`src/design/htd_pkg.sv`:
```
// Package for the Huffman tree decoder: sizes, action, status and command codes,
// the status type that the controller and the datapath share, and the datapath's node record.
// It depends on nothing else.
package htd_pkg;

    // Sizes of the node store and of the code path.
    localparam int NODE_COUNT    = 512;
    localparam int MAX_CODE_BITS = 32;
    localparam int SYMBOL_COUNT  = 256;

    localparam int NODE_W  = $clog2(NODE_COUNT);
    localparam int USED_W  = $clog2(NODE_COUNT + 1);
    localparam int CNT_W   = $clog2(MAX_CODE_BITS + 1);
    localparam int SYM_W   = 8;
    localparam int LEN_W   = 6;
    localparam int CODE_W  = 32;
    localparam int BYTE_W  = 8;
    localparam int PAD_W   = 4;
    localparam int ACT_W   = 2;
    localparam int ST_W    = 2;
    localparam int SHIFT_W = 2 ** LEN_W;

    // Actions carried by an input item.
    localparam logic [ACT_W-1:0] ACT_CLEAR  = 2'd0;
    localparam logic [ACT_W-1:0] ACT_INSERT = 2'd1;
    localparam logic [ACT_W-1:0] ACT_DECODE = 2'd2;
    localparam logic [ACT_W-1:0] ACT_NONE   = 2'd3;

    // Result status codes.
    localparam logic [ST_W-1:0] ST_SYMBOL  = 2'd0;
    localparam logic [ST_W-1:0] ST_DONE    = 2'd1;
    localparam logic [ST_W-1:0] ST_FULL    = 2'd2;
    localparam logic [ST_W-1:0] ST_MISSING = 2'd3;

    // Commands from the controller to the datapath.
    typedef logic [3:0] t_cmd;
    localparam t_cmd CMD_NOP      = 4'd0;
    localparam t_cmd CMD_INIT     = 4'd1;
    localparam t_cmd CMD_CLEAR    = 4'd2;
    localparam t_cmd CMD_INS_LOAD = 4'd3;
    localparam t_cmd CMD_INS_RD   = 4'd4;
    localparam t_cmd CMD_INS_EV   = 4'd5;
    localparam t_cmd CMD_INS_FR   = 4'd6;
    localparam t_cmd CMD_DEC_LOAD = 4'd7;
    localparam t_cmd CMD_DEC_RD   = 4'd8;
    localparam t_cmd CMD_DEC_ST   = 4'd9;
    localparam t_cmd CMD_FLUSH    = 4'd10;

    // Status from the datapath to the controller.
    typedef struct packed {
        logic ins_skip;    // the insert at the inputs changes nothing
        logic bits_empty;  // no code or data bits are left to walk
        logic child_hit;   // the current node has the child that the next bit selects
        logic store_full;  // every node of the store is in use
    } t_sts;

    // One entry of the node store.
    typedef struct packed {
        logic              leaf;
        logic [SYM_W-1:0]  sym;
        logic [1:0]        cv;
        logic [NODE_W-1:0] left;
        logic [NODE_W-1:0] right;
    } t_node;

    localparam int REC_W = 1 + SYM_W + 2 + 2 * NODE_W;

endpackage

```
`src/design/htd_ctrl.sv`:
```
// Controller of the Huffman tree decoder: sequences clear, insert and decode steps.
// Depends on htd_pkg; drives the datapath by command codes and reads its status.
module htd_ctrl
    import htd_pkg::*;
(
    input  logic             i_clk,
    input  logic             i_rst_n,
    input  logic             i_start,
    input  logic [ACT_W-1:0] i_action,
    input  t_sts             i_sts,
    output logic             o_busy,
    output t_cmd             o_cmd
);

    localparam logic [2:0] S_INIT   = 3'd0;
    localparam logic [2:0] S_IDLE   = 3'd1;
    localparam logic [2:0] S_INS_RD = 3'd2;
    localparam logic [2:0] S_INS_EV = 3'd3;
    localparam logic [2:0] S_INS_FR = 3'd4;
    localparam logic [2:0] S_DEC_RD = 3'd5;
    localparam logic [2:0] S_DEC_ST = 3'd6;
    localparam logic [2:0] S_FLUSH  = 3'd7;

    logic [2:0] r_state;
    logic [2:0] n_state;

    always_ff @(posedge i_clk) begin
        if (!i_rst_n) begin
            r_state <= S_INIT;
        end else begin
            r_state <= n_state;
        end
    end

    always_comb begin
        n_state = r_state;
        o_cmd   = CMD_NOP;
        case (r_state)
            S_INIT: begin
                o_cmd   = CMD_INIT;
                n_state = S_IDLE;
            end
            S_IDLE: begin
                if (i_start) begin
                    case (i_action)
                        ACT_CLEAR: begin
                            o_cmd   = CMD_CLEAR;
                            n_state = S_FLUSH;
                        end
                        ACT_INSERT: begin
                            o_cmd   = CMD_INS_LOAD;
                            n_state = i_sts.ins_skip ? S_FLUSH : S_INS_RD;
                        end
                        ACT_DECODE: begin
                            o_cmd   = CMD_DEC_LOAD;
                            n_state = S_DEC_RD;
                        end
                        default: begin
                            n_state = S_IDLE;
                        end
                    endcase
                end
            end
            S_INS_RD: begin
                o_cmd   = CMD_INS_RD;
                n_state = S_INS_EV;
            end
            S_INS_EV: begin
                o_cmd = CMD_INS_EV;
                if (i_sts.bits_empty) begin
                    n_state = S_FLUSH;
                end else if (i_sts.child_hit) begin
                    n_state = S_INS_RD;
                end else if (i_sts.store_full) begin
                    n_state = S_FLUSH;
                end else begin
                    n_state = S_INS_FR;
                end
            end
            S_INS_FR: begin
                o_cmd   = CMD_INS_FR;
                n_state = S_INS_RD;
            end
            S_DEC_RD: begin
                o_cmd   = CMD_DEC_RD;
                n_state = S_DEC_ST;
            end
            S_DEC_ST: begin
                o_cmd = CMD_DEC_ST;
                if (i_sts.bits_empty) begin
                    n_state = S_FLUSH;
                end
            end
            S_FLUSH: begin
                o_cmd   = CMD_FLUSH;
                n_state = S_IDLE;
            end
            default: begin
                n_state = S_INIT;
            end
        endcase
    end

    assign o_busy = (r_state != S_IDLE);

endmodule

```
`config.mk`:
```
export PLATFORM = sky130hd
export DESIGN_NAME = htd_ctrl
export DESIGN_NICKNAME = d
export VERILOG_FILES = /design/src/design/htd_pkg.sv /design/src/design/htd_ctrl.sv
export SDC_FILE = /design/constraint.sdc
export NUM_CORES = 1
export LEC_CHECK = 0
export ABC_AREA = 1
export CAP_MARGIN = 20
export CORE_AREA = 2 2 39 41
export CTS_BUF_LIST = sky130_fd_sc_hd__clkbuf_16
export DETAILED_ROUTE_END_ITERATION = 12
export DIE_AREA = 0 0 41 43
export DONT_BUFFER_PORTS = 1
export HOLD_SLACK_MARGIN = 0.05
export PLACE_DENSITY = 0.54
export SKIP_LAST_GASP = 1
export SYNTH_ARGS = -nofsm -noshare
export SYNTH_HDL_FRONTEND = slang
export SYNTH_SLANG_ARGS = --single-unit
```
`constraint.sdc`:
```
create_clock -name i_clk -period 1.04 [get_ports i_clk]
set_input_delay 0.052 -clock i_clk [delete_from_list [all_inputs] [get_ports i_clk]]
set_output_delay 0.052 -clock i_clk [all_outputs]
set_load 0.05 [all_outputs]
```
==> flow_metrics.tcl <==
set metrics [dict create \
    status "finished with violations" \
    violations "setup timing" \
    fin_crit_ns 1.21 \
    p_seq_share_pct 10.6 \
    dp_cells 94 \
    die_h_um 43 \
    hold-worst-slack_ns 0.0781 \
    regArea_um2 68.8 \
    synth-seq-cells 3 \
    final_max_slew_viol_count 0 \
    grt_antenna_before_repair 0 \
    synth_cell_types 21 \
    start_kind "flip-flop" \
    io_buffers 0 \
    multiInputGateArea_um2 394 \
    remaining_drc_errors 0 \
    cts_tree "built" \
    slowest_stage "dfxtp_4" \
    utilization_pct 54.1 \
    power_frac_clock_pct 29.7 \
    p_leak_nw 0.362 \
    slowest_delay_ns 0.37 \
    syn_area_um2 415 \
    fin_ws_ns -0.174 \
    ys.flop_type "dfxtp_1" \
    p_total_mw 2.06 \
    synth_top_cell_by_area "nand2_1" \
    async_reset_ff_share_pct 0 \
    start_util_pct 30.0 \
    rows 14 \
    setup_viol 7 \
    critPathBufInv 4 \
    yosys-top-cells-area "nand2_1, ha_1, dfxtp_1" \
    pre_cts_ws_ns -0.00961 \
    crit_type "reg2out" \
    cp.arrival_ns 1.16 \
    drt_iter0_drc 8 \
    clockBufferDepth 2 \
    peakVddDrop_v 0.000864 \
    end_kind "output port" \
    top_register "r_state" \
    num_vias 494 \
    htree_levels 1 \
    final_antenna_net_count 0 \
    area_delta_synth_final_pct 80.1 \
    wl_um 1200 \
    cp_max_fo 4 \
    die_area_um2 1760 \
    grt_max_degree 7 \
    firstDrtPassIters 4 \
    yosysMostFrequentCell "nand2_1" \
    routedWlPerCell_um 12.0 \
    path_cells "inv_2 > nand2_4 > inv_4 > buf_4 > nor2_4 > buf_12" \
    fillers 128 \
    grt_pass1_wl_um 1730 \
    tns_ns -0.808 \
    hold_class "in2reg" \
    top_regs "r_state (3)" \
    gp_congestion 0.737 \
    clock_latency_ns 0.23 \
    yosys_warnings 0 \
    drv_cap 0 \
    ys_seq_area_share_pct 14.5 \
    fmax_mhz 824 \
    postSynthCellCount 69 \
    reg2reg_slack_ns -0.04 \
    timing.final.crit_share_pct 117 \
    synth-edff-count 0 \
    num-nets-final 99 \
    largest_reg_flops 3 \
    grt_use_total_pct 14.6 \
    p_per_area_nw_per_um2 2750 \
    synth_commonest_cells "nand2_1, nor2_1, inv_1" \
    die_w_um 41 \
    clock_skew_ns 0.00283 \
    p_sw_mw 0.899 \
    io_pins 14 \
    clk_pin_slew_ns 0.03 \
    synth_nets 83 \
    cp_top_family "buffers and inverters" \
    worstMarginPinSlew_ns 0.444 \
    grt_overflow 0 \
    antenna_cells 0 \
    max-slew-margin-rel_pct 70.4 \
    grt_setup_unrepaired "yes" \
    p_int_mw 1.16 \
    hold_violations 0 \
    fin_cells 100 \
    via_per_inst 4.94 \
    core_um2 1380 \
    synth.top_cell.area_share_pct 16.3 \
    grt_pass1_vias 434 \
    drive_gt1_share_pct 50.0 \
    combPwrFrac_pct 59.7 \
    numCtsBuffers 3 \
    cts_num_sinks 3 \
    placed_cell_area_um2 593 \
    cts-root-buf "clkbuf_16" \
    avgSynthCellArea_um2 6.02 \
    hpwl_um 799 \
    design_area_um2 748 \
    swShare_pct 43.6 \
    required_ns 0.99 \
]
## worst min-delay path, cell delays in order
cell	delay, ns
o21ai_1	0.05
nand2_1	0.06
nor2_1	0.03
nor2_1	0.07
## area by class of cell
class	count	share of cell area (%)
Clock buffer	3	10.0
Clock inverter	1	0.502
Inverter	11	6.52
Multi-Input combinational cell	54	52.7
Sequential cell	3	9.20
Tap cell	16	2.68
Timing Repair Buffer	12	18.4
## power by group through the flow
stage | registers [mW] | logic, mW | clock network [mW]
after global routing | 0.223 | 1.31 | 0.621
after detailed placement | 0.213 | 1.05 | 0
final | 0.219 | 1.23 | 0.611
after CTS | 0.216 | 1.12 | 0.617
after floorplan | 0.203 | 0.733 | 0
after global placement | 0.213 | 1.05 | 0
## repair_timing
item	4_1_cts	5_1_grt
setup endpoints to repair	6	7
cloned	0	0
endpoints found under the hold margin	3	0
setup buffers	0	1
hold buffers	1	0
resized for setup	8	9
pin swaps	3	5
## path summary, 6_finish.rpt
kind | startpoint | end | cells past startpoint
min reg2reg | r_state[0]$_SDFFE_PN0P_ | r_state[2]$_SDFFE_PN0P_ | 3
max | r_state[1]$_SDFFE_PN0P_ | o_cmd[3] | 6
min | i_sts[2] | r_state[2]$_SDFFE_PN0P_ | 4
max reg2reg | r_state[2]$_SDFFE_PN0P_ | r_state[2]$_SDFFE_PN0P_ | 8
## routing by layer
| layer | track usage [%] | part of all wire [%] | up-vias |
|---|---|---|---|
| li1 | - | - | 245 |
| met1 | 16.9 | 39 | 231 |
| met2 | 22.2 | 53 | 16 |
| met3 | 3.66 | 6.4 | 2 |
| met4 | 10.0 | 1.5 | 0 |
| met5 | 0 | 0 | - |
## cells in the final DEF, fill, tap and decap left out, types with 2 or more instances in the layout
master	Yosys	routed
nor2_4	1	3
nand3_1	5	3
nor2_2	2	3
nand2_4	0	4
buf_6	0	2
dfxtp_4	0	2
inv_2	2	4
nand3_2	1	2
nand2_1	18	15
buf_4	1	6
inv_1	8	6
clkbuf_16	0	3
buf_12	0	3
a21oi_1	3	2
ha_1	5	5
nor2_1	9	6
## logic make-up (layout without fill, tap and decap cells)
group,Yosys count,after routing,share of synthesized area (%)
and+or+nand+nor,41,41,47.6
buffers and inverters,12,27,11.7
AOI/OAI and AO/OA,8,8,11.1
adders and majority gates,5,5,15.1
DFF,3,3,14.5
(Power assumes the default switching activity.)
